[src/rtl/sdr_pkg.sv]
// Shared widths, constants, table lookups and hand-off types for the
// rotated-rectangle signed distance block. Depends on nothing.
package sdr_pkg;

   // Field formats
   localparam int COORD_WIDTH  = 32;
   localparam int FRAC_BITS    = 16;
   localparam int ANGLE_BITS   = 16;
   localparam int CORDIC_STEPS = 16;
   localparam int TAG_WIDTH    = 16;
   localparam int LEN_WIDTH    = COORD_WIDTH - 1;

   // Internal widths
   localparam int DIFF_WIDTH    = COORD_WIDTH + 1;
   localparam int TRIG_WIDTH    = 32;
   localparam int CORDIC_WIDTH  = 34;
   localparam int ANGLE_WIDTH   = 33;
   localparam int PROD_WIDTH    = DIFF_WIDTH + TRIG_WIDTH;
   localparam int SUM_WIDTH     = PROD_WIDTH + 1;
   localparam int ROT_SHIFT     = 29;
   localparam int LOC_WIDTH     = SUM_WIDTH - ROT_SHIFT;
   localparam int TERM_WIDTH    = LOC_WIDTH + 1;
   localparam int SQ_WIDTH      = 2 * LOC_WIDTH;
   localparam int DSQ_WIDTH     = SQ_WIDTH + 1;
   localparam int ROOT_BITS     = LOC_WIDTH;
   localparam int REM_WIDTH     = ROOT_BITS + 2;

   // Queue between front and back
   localparam int QUEUE_DEPTH = 4;
   localparam int QPTR_WIDTH  = 2;
   localparam int QCNT_WIDTH  = 3;

   // Constants
   localparam logic signed [CORDIC_WIDTH-1:0] GAIN_INV = 34'sd652032874;
   localparam logic signed [TRIG_WIDTH-1:0]   TRIG_ONE = 32'sd1073741824;
   localparam logic [LEN_WIDTH-1:0] SHORT_LIMIT =
      LEN_WIDTH'((64'd1 << FRAC_BITS) / 64'd100000);
   localparam logic [COORD_WIDTH-1:0] DIST_MAX = {1'b0, {(COORD_WIDTH-1){1'b1}}};

   // Quadrant codes of the binary angle
   localparam logic [1:0] QUAD_0 = 2'd0;
   localparam logic [1:0] QUAD_1 = 2'd1;
   localparam logic [1:0] QUAD_2 = 2'd2;
   localparam logic [1:0] QUAD_3 = 2'd3;

   // atan(2^-i) in units of 2^-32 turn
   function automatic logic signed [ANGLE_WIDTH-1:0] atan_step(input int i);
      logic [31:0] a;
      case (i)
         0: a = 32'd536870912;   1: a = 32'd316933406;   2: a = 32'd167458907;
         3: a = 32'd85004756;    4: a = 32'd42667331;    5: a = 32'd21354465;
         6: a = 32'd10679838;    7: a = 32'd5340245;     8: a = 32'd2670163;
         9: a = 32'd1335087;     10: a = 32'd667544;     11: a = 32'd333772;
         12: a = 32'd166886;     13: a = 32'd83443;      14: a = 32'd41722;
         15: a = 32'd20861;      16: a = 32'd10430;      17: a = 32'd5215;
         18: a = 32'd2608;       19: a = 32'd1304;       20: a = 32'd652;
         21: a = 32'd326;        22: a = 32'd163;        23: a = 32'd81;
         default: a = 32'd0;
      endcase
      return $signed({1'b0, a});
   endfunction

   // Request after the front: offset from the center plus cosine and sine
   typedef struct packed {
      logic signed [DIFF_WIDTH-1:0] dx;
      logic signed [DIFF_WIDTH-1:0] dy;
      logic signed [TRIG_WIDTH-1:0] co;
      logic signed [TRIG_WIDTH-1:0] si;
      logic [LEN_WIDTH-1:0]         lx;
      logic [LEN_WIDTH-1:0]         ly;
      logic [TAG_WIDTH-1:0]         tag;
   } trig_item_type;

   typedef struct packed {
      logic full;
      logic empty;
   } queue_status_type;

endpackage

[src/rtl/sdr_queue.sv]
// Short queue between front and back so each side stalls on its own.
// Uses sdr_pkg for the entry type and depth.
module sdr_queue (
   input  logic                      clock,
   input  logic                      reset,
   input  logic                      push,
   input  sdr_pkg::trig_item_type    push_item,
   input  logic                      pop,
   output sdr_pkg::trig_item_type    head_item,
   output sdr_pkg::queue_status_type status
);

   sdr_pkg::trig_item_type             entry_ff [0:sdr_pkg::QUEUE_DEPTH-1];
   logic [sdr_pkg::QPTR_WIDTH-1:0]     wr_ptr_ff;
   logic [sdr_pkg::QPTR_WIDTH-1:0]     rd_ptr_ff;
   logic [sdr_pkg::QCNT_WIDTH-1:0]     count_ff;
   logic [sdr_pkg::QCNT_WIDTH-1:0]     count_in;

   // Store a request
   always_ff @(posedge clock) begin
      if (push) begin
         entry_ff[wr_ptr_ff] <= push_item;
      end
   end

   always_comb begin
      count_in = count_ff;
      if (push && !pop) count_in = count_ff + 1'b1;
      else if (pop && !push) count_in = count_ff - 1'b1;
   end

   // Advance pointers and fill level
   always_ff @(posedge clock) begin
      if (reset) begin
         wr_ptr_ff <= '0;
         rd_ptr_ff <= '0;
         count_ff  <= '0;
      end else begin
         if (push) wr_ptr_ff <= wr_ptr_ff + 1'b1;
         if (pop)  rd_ptr_ff <= rd_ptr_ff + 1'b1;
         count_ff <= count_in;
      end
   end

   assign head_item    = entry_ff[rd_ptr_ff];
   assign status.full  = (count_ff == sdr_pkg::QCNT_WIDTH'(sdr_pkg::QUEUE_DEPTH));
   assign status.empty = (count_ff == '0);

endmodule

[config.mk]
export PLATFORM = sky130hd
export DESIGN_NAME = sdr_queue
export DESIGN_NICKNAME = d
export VERILOG_FILES = /design/src/rtl/sdr_pkg.sv /design/src/rtl/sdr_queue.sv
export SDC_FILE = /design/constraint.sdc
export NUM_CORES = 1
export LEC_CHECK = 0
export BUFFER_PORTS_ARGS = -buffer_cell sky130_fd_sc_hd__buf_4
export CELL_PAD_IN_SITES_DETAIL_PLACEMENT = 1
export CELL_PAD_IN_SITES_GLOBAL_PLACEMENT = 1
export CORE_ASPECT_RATIO = 1.2
export CORE_MARGIN = 5
export CORE_UTILIZATION = 54
export DETAILED_ROUTE_END_ITERATION = 12
export HOLD_SLACK_MARGIN = 0.15
export PLACE_DENSITY_LB_ADDON = 0.1
export SLEW_MARGIN = 10
export SYNTH_ARGS = -nofsm -noshare
export SYNTH_HDL_FRONTEND = slang
export SYNTH_SLANG_ARGS = --single-unit
[constraint.sdc]
create_clock -name clock -period 16.7 [get_ports clock]
set_input_delay 2.505 -clock clock [delete_from_list [all_inputs] [get_ports clock]]
set_output_delay 2.505 -clock clock [all_outputs]
set_load 0.03 [all_outputs]
# Word-level counts from Yosys, hierarchy flattened
# Memory sizes are Yosys's and may differ from the RTL's. A register that Yosys moved wholly into a read port is not among the register bits.
# Cells that the tools add are included.
# word_totals
reg_bits	7
ram_bits	832
inputBits	212
out_inout_bits	210
wordCells	21
n_memories	1
# op_classes
addsub	4
n_eq_ne	1
mux	6
reduce_logical	6
# memory_table
memory	words	width	read_ports	rd_ports_with_merged_regs	write_ports	line	source
entry_ff	4	208	1	1	1	sdr_queue.sv:13	sdr_pkg::trig_item_type entry_ff [0:sdr_pkg::QUEUE_DEPTH-1];
# op_table
operator	n
3-bit 2-to-1 mux	2
2-bit by 1-bit adder with 2-bit output, second input constant	2
2-bit 2-to-1 mux	2
3-bit by 1-bit adder with 3-bit output, second input constant	1
3-bit == test, second input constant	1
3-bit logical NOT	1
3-bit by 1-bit subtractor with 3-bit output, second input constant	1
1-bit logical AND	2
1-bit logical NOT	2
1-bit 2-to-1 mux	2
2-bit nonzero test	1

# Depth between registers and ports, before layout
# Gate-level depths: netlist of the first run.
# logic_depth
word_depth	4
ltp_mapped	7
mapped_depth_nobuf	7

# Least setup slack after synthesis of the first run
# OpenSTA, ideal clock, no wires.
# synth_path
path_type	input -> register
start	input push
end	memory entry_ff[0][0] (netlist bit), enable pin
setup_time_ps	593
arrival_time_ps	7221
required_ps	16107
setup_slack_ps	8886
cell_stages	1
path_buffers	0
path_cell_list	and2_1
# synth_via
elab_chain_cells	2
# synth_rtl
element	line	source
start: declaration	sdr_queue.sv:6	input logic push,
1-bit 2-to-1 mux	sdr_queue.sv:21	if (push) begin
1-bit 2-to-1 mux (implied by the code)	sdr_queue.sv:22	entry_ff[wr_ptr_ff] <= push_item;
end: declaration	sdr_queue.sv:13	
# No other way between the ends.

==> results.sh, run 1 <==
export IMPL_start_kind="register"
export IMPL_cts_tree="built"
export IMPL_rows=95
export IMPL_crit_path_max_fanout=48
export IMPL_first_pass_iters=5
export IMPL_cp_arrival_ns=3.99
export IMPL_ys_flop_type="edfxtp_1"
export IMPL_crit_chain="buf_4, buf_4, mux4_2, buf_4"
export IMPL_peakVddDrop_v=0.000101
export IMPL_postSynthAreaPerCell_um2=26.9
export IMPL_path_clk_slew_ns=0.06
export IMPL_p_leak_nw=12.3
export IMPL_ys_ff_latch=841
export IMPL_gr_total_overflow=0
export IMPL_cts_buffers=80
export IMPL_holdWs_ns=0.540
export IMPL_die_x_um=227
export IMPL_synth_cells=1130
export IMPL_worst_path_most_repeated_cell="buf_4"
export IMPL_cap_violations=0
export IMPL_yosys_area_top_type="edfxtp_1"
export IMPL_slew_violations=0
export IMPL_clk_latency_ns=0.60
export IMPL_tightest_slew_ns=1.03
export IMPL_cts_sinks=841
export IMPL_drc_errors=0
export IMPL_endpoint_kind="primary output"
export IMPL_skew_ns=0.0165
export IMPL_worstSetupPathType="register to primary output"
export IMPL_die_height_um=270
export IMPL_finalCritPeriodShare_pct=38.9
export IMPL_grt_pass1_wl_um=101000
export IMPL_post_synth_most_frequent_cells="edfxtp_1, mux4_2, buf_2"
export IMPL_routed_wl_um=68000
export IMPL_stdcell_area_um2=36800
export IMPL_htreeDepth=3
export IMPL_cts_hold_buf=0
export IMPL_synth_edf_count=832
export IMPL_die_area_um2=61200
export IMPL_crit_family="buffers and inverters"
export IMPL_clockBufferDepth=3
export IMPL_routedWlPerCell_um=28.4
export IMPL_initial_utilization_pct=54.4
export IMPL_ioPinCount=422
export IMPL_n_fill_cell=4381
export IMPL_regArea_um2=25200
export IMPL_max_stage_delay_ns=0.87
export IMPL_hold_class="register to register"
export IMPL_antenna_found_initial=15
export IMPL_antenna_left=0
export IMPL_multiInputGateArea_um2=4920
export IMPL_post_cts_setup_buffer_count=0
export IMPL_drtIter0Drc=955
export IMPL_hold_viol=0
export IMPL_synth_nets=1348
export IMPL_dpl_cell_area_um2=34300
export IMPL_vias=13700
export IMPL_synth_most_common_cell="edfxtp_1"
export IMPL_rsz0062_at_grt="false"
export IMPL_hpwl_um=43100
export IMPL_p_per_area_nw_per_um2=130
export IMPL_viasPerCell=5.72
export IMPL_finalCriticalPeriod_ns=6.50
export IMPL_async_reset_ff_share_pct=0
export IMPL_grt_pass1_vias=15400
export IMPL_drive_above_1_share_pct=45.5
export IMPL_netlist_area_um2=30400
export IMPL_status="finished, final reports clean"
export IMPL_root_buffer="clkbuf_16"
export IMPL_cts_resized=0
export IMPL_grtUsageTotal_pct=22.3
export IMPL_slew_headroom_pct=31.5
export IMPL_synth_top_area_share_pct=82.2
export IMPL_yosysUniqueCellTypes=21
export IMPL_crit_required_ns=14.20
export IMPL_max_freq_ghz=0.154
export IMPL_grt_max_degree=67
export IMPL_portBuffers=421
export IMPL_ys_warn_count=0
export IMPL_ys_top_cells_by_area="edfxtp_1, mux4_2, dfxtp_1"
export IMPL_area_growth_pct=20.8
export IMPL_core_area_um2=55900
export IMPL_nets=1823
export IMPL_globalplace_congestion=0.733
export IMPL_worst_path_buf_inv=3
export IMPL_setup_violations=0
export IMPL_cp_slowest_cell="buf_4"
export IMPL_setup_tns_ns=0
export IMPL_synth_seq_area_share_pct=82.7
[metrics by stage]
step           worst slack [ns]  cells  util (%)  power [mW]
3_5_place_dp              10.64   2250      61.4        3.14
4_1_cts                    9.97   2386      65.7        4.82
3_3_place_gp              10.58   2250      61.4        3.12
5_1_grt                    9.79   2393      65.8        4.96
2_1_floorplan              8.89   1130         -        2.89
6_report                  10.20   2395      65.8        4.77
[power by group]
group | internal (mW) | leakage (nW) | switching (mW) | total [mW]
Combinational | 0.250 | 3.39 | 0.375 | 0.625
Clock | 0.950 | 1.17 | 0.731 | 1.68
Sequential | 2.43 | 7.72 | 0.0323 | 2.46
Total | 3.63 | 12.3 | 1.14 | 4.77
[worst reg2reg max path, stage by stage (launching register included)]
cell,delay [ns]
dfxtp_1,0.35
inv_1,0.09
ha_1,0.15
and2_4,0.71
buf_4,0.83
buf_4,0.71
[area by class of cell]
type	count	share of cell area [%]
repair buffers	440	8.99
flip-flops and latches	841	68.5
diodes	9	0.0613
clock inverters	39	0.630
well taps	727	2.48
inverters	4	0.0409
multi-input cells	238	13.4
clock buffers	97	5.91
[final timing paths]
kind,endpoint,startpoint,slack (ns),cells past startpoint
setup / recovery,head_item[154],register,10.20,4
hold / removal,count_ff[2],count_ff[2],0.54,2
setup reg to reg,entry_ff[0][82],wr_ptr_ff[0],13.43,5
hold reg to reg,count_ff[2],count_ff[2],0.54,2
[layout by cell type (no fill, tap or decap)]
| master | Yosys | final |
|---|---|---|
| ha_1 | 5 | 5 |
| xor2_1 | 3 | 3 |
| clkinvlp_4 | 0 | 3 |
| and2_4 | 0 | 4 |
| nor3_1 | 1 | 1 |
| clkinv_1 | 0 | 23 |
| mux4_2 | 208 | 208 |
| clkbuf_16 | 0 | 85 |
| mux2i_1 | 2 | 2 |
| clkbuf_1 | 1 | 12 |
| o21ai_0 | 1 | 1 |
| buf_4 | 0 | 440 |
| edfxtp_1 | 832 | 832 |
| dfxtp_1 | 9 | 7 |
| dfxtp_4 | 0 | 2 |
| or3_1 | 1 | 1 |
| nor2_1 | 7 | 7 |
| nand2_1 | 1 | 1 |
| a21oi_1 | 1 | 1 |
| nor3b_1 | 1 | 1 |
| bufinv_16 | 0 | 2 |
| diode_2 | 0 | 9 |
| inv_6 | 0 | 2 |
| xnor2_1 | 2 | 2 |
| inv_1 | 4 | 4 |
| clkinv_2 | 0 | 9 |
| fa_1 | 1 | 1 |
[kinds of logic (layout without fill, tap and decap cells)]
family / Yosys count / in the layout / share of synthesized area [%]
xor+xnor: 5 / 5 / 0.144
mux: 210 / 210 / 15.5
fa+ha+maj: 6 / 6 / 0.272
simple gates: 15 / 15 / 0.243
other cells: 0 / 9 / 0
compound gates: 2 / 2 / 0.0329
buf+inv: 51 / 580 / 1.09
flops: 841 / 841 / 82.7
[registers in the layout, indices dropped and copies added (netlist names), named ones only]
name       flops
count_ff       3
wr_ptr_ff      2
entry_ff     832
rd_ptr_ff      2
[layer usage]
layer / routed length, um / share of wire (%) / track usage, % / up-vias
li1: - / - / - / 5852
met1: 25000 / 37 / 28.2 / 7315
met2: 35700 / 53 / 37.0 / 434
met3: 5330 / 7.8 / 7.01 / 100
met4: 1840 / 2.7 / 7.49 / 10
met5: 72 / 0.11 / 0 / -
Note: power is estimated with default switching activity, not from simulation.
==> inputs of run 2 (changes only) <==
ABC_AREA = 1   (was not set)
CORE_UTILIZATION = 43   (was 54)
clock period = 5.35 ns   (was 16.7 ns; I/O delays follow)
==> results.sh, run 2 <==
export IMPL_gr_total_overflow=0
export IMPL_die_height_um=304
export IMPL_peakVddDrop_v=0.000291
export IMPL_rows=108
export IMPL_htreeDepth=3
export IMPL_root_buffer="clkbuf_16"
export IMPL_cp_arrival_ns=2.90
export IMPL_tightest_slew_ns=1.30
export IMPL_r2r_end="entry_ff[1][160]"
export IMPL_cts_resized=0
export IMPL_portBuffers=421
export IMPL_worstRegToRegCells=5
export IMPL_async_reset_ff_share_pct=0
export IMPL_finalCritPeriodShare_pct=69.3
export IMPL_slew_violations=0
export IMPL_hpwl_um=47800
export IMPL_utilization_pct=52.7
export IMPL_postSynthAreaPerCell_um2=15.0
export IMPL_synth_top_area_share_pct=80.5
export IMPL_stdcell_area_um2=37900
export IMPL_r2r_start="wr_ptr_ff[1]"
export IMPL_rsz0062_at_grt="false"
export IMPL_synth_cells=2069
export IMPL_grt_pass1_wl_um=123000
export IMPL_yosys_area_top_type="edfxtp_1"
export IMPL_crit_path_max_fanout=135
export IMPL_setup_violations=0
export IMPL_grtUsageTotal_pct=20.7
export IMPL_cts_hold_buf=0
export IMPL_drc_errors=0
export IMPL_routedWlPerCell_um=23.9
export IMPL_grt_max_degree=217
export IMPL_clk_latency_ns=0.61
export IMPL_nets=2679
export IMPL_cts_buffers=85
export IMPL_skew_ns=0.0121
export IMPL_ys_warn_count=0
export IMPL_ys_ff_latch=841
export IMPL_worstSetupPathType="register to primary output"
export IMPL_ys_top_cells_by_area="edfxtp_1, o21ai_0, nor2_1"
export IMPL_holdWs_ns=0.349
export IMPL_cts_sinks=841
export IMPL_yosysUniqueCellTypes=22
export IMPL_antenna_left=0
export IMPL_finalCriticalPeriod_ns=3.71
export IMPL_p_per_area_nw_per_um2=407
export IMPL_reg2reg_slack_ns=2.73
export IMPL_dpl_cell_area_um2=35100
export IMPL_initial_utilization_pct=43.1
export IMPL_die_x_um=255
export IMPL_cts_tree="built"
export IMPL_first_pass_iters=5
export IMPL_synth_seq_area_share_pct=81.1
export IMPL_synth_edf_count=832
export IMPL_status="finished, final reports clean"
export IMPL_max_freq_ghz=0.270
export IMPL_antenna_found_initial=15
export IMPL_core_area_um2=71900
export IMPL_power_total_mw=15.4
export IMPL_min_to="count_ff[0]"
export IMPL_setup_tns_ns=0
export IMPL_grt_pass1_vias=20100
export IMPL_globalplace_congestion=0.746
export IMPL_crit_required_ns=4.55
export IMPL_synth_nets=2287
export IMPL_drtIter0Drc=1105
export IMPL_ioPinCount=422
export IMPL_path_clk_slew_ns=0.06
export IMPL_netlist_area_um2=31000
export IMPL_routed_wl_um=83000
export IMPL_cap_violations=0
export IMPL_post_cts_setup_buffer_count=0
export IMPL_mostFrequentLayoutCells="edfxtp_1, buf_4, nor2_1"
export IMPL_ys_flop_type="edfxtp_1"
export IMPL_area_growth_pct=22.1
export IMPL_largest_reg_flops=832
export IMPL_post_synth_most_frequent_cells="edfxtp_1, nor2_1, o21ai_0"
export IMPL_min_from="reset"
export IMPL_drive_above_1_share_pct=22.5
export IMPL_die_area_um2=77600
export IMPL_viasPerCell=5.42
export IMPL_endpoint_kind="primary output"
export IMPL_largest_register="entry_ff"
export IMPL_reg_top3="entry_ff x832, count_ff x3"
export IMPL_whs_path_depth=2
export IMPL_hold_viol=0
export IMPL_slew_headroom_pct=13.5
export IMPL_clockBufferDepth=3
export IMPL_synth_most_common_cell="edfxtp_1"
export IMPL_final_common_cell="edfxtp_1"
export IMPL_vias=18800
export IMPL_start_kind="register"
export IMPL_hold_class="input port to register"
export IMPL_p_leak_nw=13.0
run 2: area by class of cell:
cell class              instances  area (um2)
flip-flops and latches        841       25200
clock inverters                48         531
repair buffers                442        3470
multi-input cells            1074        5150
diodes                         16        40.0
inverters                      17        93.8
fillers                      6996       34000
clock buffers                 104        2240
well taps                     935        1170
run 2: routing by layer:
metal / routed length (um) / vias up / global-route usage, %
met5: 0 / - / 0
met4: 2440 / 0 / 7.42
met3: 5590 / 114 / 5.18
met2: 42300 / 468 / 35.1
met1: 32700 / 9629 / 25.7
li1: - / 8628 / -
run 2: metrics by stage:
step / std cells / setup WS (ns)
2_1_floorplan: 2069 / 0.977
3_3_place_gp: 3309 / 2.26
3_5_place_dp: 3309 / 2.28
4_1_cts: 3461 / 1.59
5_1_grt: 3470 / 1.45
6_report: 3477 / 1.64
run 2: critical path, cell delays in order, from the launching register on:
cell and delay, ns:
dfxtp_4 0.46, inv_8 0.61, buf_4 0.45, o21ai_1 0.12, o22ai_1 0.23, buf_4 0.21
run 2: logic make-up after synthesis:
kind of cell	share of synthesized area, %
simple gates	5.28
buf+inv	2.26
flops	81.1
fa+ha+maj	0.266
compound gates	11.0
xor+xnor	0.0282
run 2: how the worst max path moves through the flow:
| stage | startpoint | end | slack [ns] | depth (start not counted) |
|---|---|---|---|---|
| 2_1_floorplan | push | entry_ff[0][0] | 0.98 | 2 |
| 3_3_place_gp | register | head_item[153] | 2.26 | 5 |
| 3_5_place_dp | register | head_item[87] | 2.28 | 4 |
| 4_1_cts | register | head_item[87] | 1.59 | 4 |
| 5_1_grt | register | head_item[157] | 1.45 | 5 |
| 6_report | register | head_item[162] | 1.64 | 5 |
run 2: report_power, final:
| part | internal (mW) | switching, mW | total [mW] |
|---|---|---|---|
| clock | 3.51 | 2.41 | 5.92 |
| combinational | 0.574 | 1.29 | 1.87 |
| sequential | 7.54 | 0.0678 | 7.61 |
| total | 11.6 | 3.77 | 15.4 |
==> inputs of run 3 (changes only) <==
ABC_AREA = 0   (was 1)
CORE_UTILIZATION = 50   (was 43)
clock period = 3.8 ns   (was 5.35 ns; I/O delays follow)
==> results.sh, run 3 (synthesis results as in run 1) <==
export IMPL_nets=2040
export IMPL_path_clk_slew_ns=0.06
export IMPL_tightest_slew_ns=1.12
export IMPL_dpl_cell_area_um2=34700
export IMPL_viasPerCell=5.35
export IMPL_p_leak_nw=13.4
export IMPL_instances_no_fill=2704
export IMPL_setup_violations=0
export IMPL_portBuffers=421
export IMPL_cts_buffers=81
export IMPL_largest_reg_flops=832
export IMPL_cp_arrival_ns=2.54
export IMPL_endpoint_kind="primary output"
export IMPL_rows=99
export IMPL_initial_utilization_pct=50.2
export IMPL_globalplace_congestion=0.742
export IMPL_mostFrequentLayoutCells="edfxtp_1, buf_4, mux4_2, dlygate4sd3_1, clkbuf_16"
export IMPL_first_pass_iters=5
export IMPL_stdcell_area_um2=39400
export IMPL_cts_resized=0
export IMPL_status="finished, final reports clean"
export IMPL_crit_path_max_fanout=54
export IMPL_power_total_mw=21.8
export IMPL_die_x_um=235
export IMPL_utilization_pct=65.1
export IMPL_switching_share_pct=23.7
export IMPL_finalCriticalPeriod_ns=3.11
export IMPL_rsz0062_at_grt="false"
export IMPL_antenna_found_initial=12
export IMPL_setup_tns_ns=0
export IMPL_peakVddDrop_v=0.000473
export IMPL_p_int_mw=16.6
export IMPL_finalWorstSetupSlack_ns=0.695
export IMPL_pwr_share_clk_pct=36.7
export IMPL_drtIter0Drc=806
export IMPL_p_switching_mw=5.16
export IMPL_cts_sinks=841
export IMPL_ioPinCount=422
export IMPL_cap_violations=0
export IMPL_hold_class="input port to register"
export IMPL_gr_total_overflow=0
export IMPL_n_fill_cell=4802
export IMPL_p_per_area_nw_per_um2=552
export IMPL_vias=14500
export IMPL_routed_wl_um=68900
export IMPL_grt_pass1_vias=16200
export IMPL_crit_required_ns=3.23
export IMPL_largest_register="entry_ff"
export IMPL_drc_errors=0
export IMPL_slew_violations=0
export IMPL_die_height_um=280
export IMPL_skew_ns=0.0174
export IMPL_clk_latency_ns=0.62
export IMPL_grtUsageTotal_pct=20.9
export IMPL_core_area_um2=60600
export IMPL_holdWs_ns=0.198
export IMPL_antenna_left=0
export IMPL_drive_above_1_share_pct=41.0
export IMPL_hold_viol=0
export IMPL_cts_hold_buf=208
export IMPL_routedWlPerCell_um=25.5
export IMPL_reg_top3="entry_ff x832, count_ff x3"
export IMPL_htreeDepth=3
export IMPL_final_common_cell="edfxtp_1"
export IMPL_root_buffer="clkbuf_16"
export IMPL_die_area_um2=65900
export IMPL_p_seq_share_pct=49.6
export IMPL_slew_headroom_pct=25.3
export IMPL_finalCritPeriodShare_pct=81.7
export IMPL_grt_pass1_wl_um=104000
export IMPL_start_kind="register"
export IMPL_clockBufferDepth=3
export IMPL_pre_cts_slack_ns=1.22
export IMPL_comb_power_share_pct=13.7
export IMPL_post_cts_setup_buffer_count=0
export IMPL_grt_max_degree=150
export IMPL_max_freq_ghz=0.322
export IMPL_numPlacedInstances=2339
export IMPL_worstSetupPathType="register to primary output"
export IMPL_hpwl_um=41100
export IMPL_area_growth_pct=29.7
export IMPL_cts_tree="built"
[run 3: cell type report]
type                            instances  area [um2]  share of cell area, %
Sequential cell                       841       25200                   63.8
Timing Repair Buffer                  656        5650                   14.3
Multi-Input combinational cell        238        4920                   12.5
Clock buffer                           96        2130                   5.39
Tap cell                              808        1010                   2.56
Clock inverter                         50         527                   1.34
Antenna cell                           11        27.5                 0.0698
Inverter                                4        15.0                 0.0381
[run 3: critical path, cell delays in order, from the launching register on]
cell and delay [ns]:
dfxtp_4 0.64, buf_12 0.43, mux4_2 0.58, buf_4 0.20
[run 3: final timing paths]
check,startpoint,endpoint,slack (ns),depth (start not counted)
setup / recovery,register,head_item[17],0.69,3
hold reg to reg,count_ff[2],count_ff[2],0.53,2
hold / removal,push_item[59],entry_ff[1][59],0.20,1
setup reg to reg,wr_ptr_ff[0],entry_ff[1][26],1.78,3
[run 3: power groups by stage]
stage,sequential [mW],combinational (mW),clock [mW]
floorplan,11.0,1.70,0
global placement,11.0,2.82,0
detailed placement,11.0,2.84,0
CTS,10.8,3.05,8.19
global route,10.8,3.15,8.69
finish,10.8,2.99,8.00
[run 3: routing by layer]
metal  up-vias  track usage (%)  share of wire, %
met5         -                0             0.077
met4         8             7.02               2.8
met3       104             5.64               6.5
met1      7624             26.6                38
li1       6301                -                 -
met2       436             35.5                53
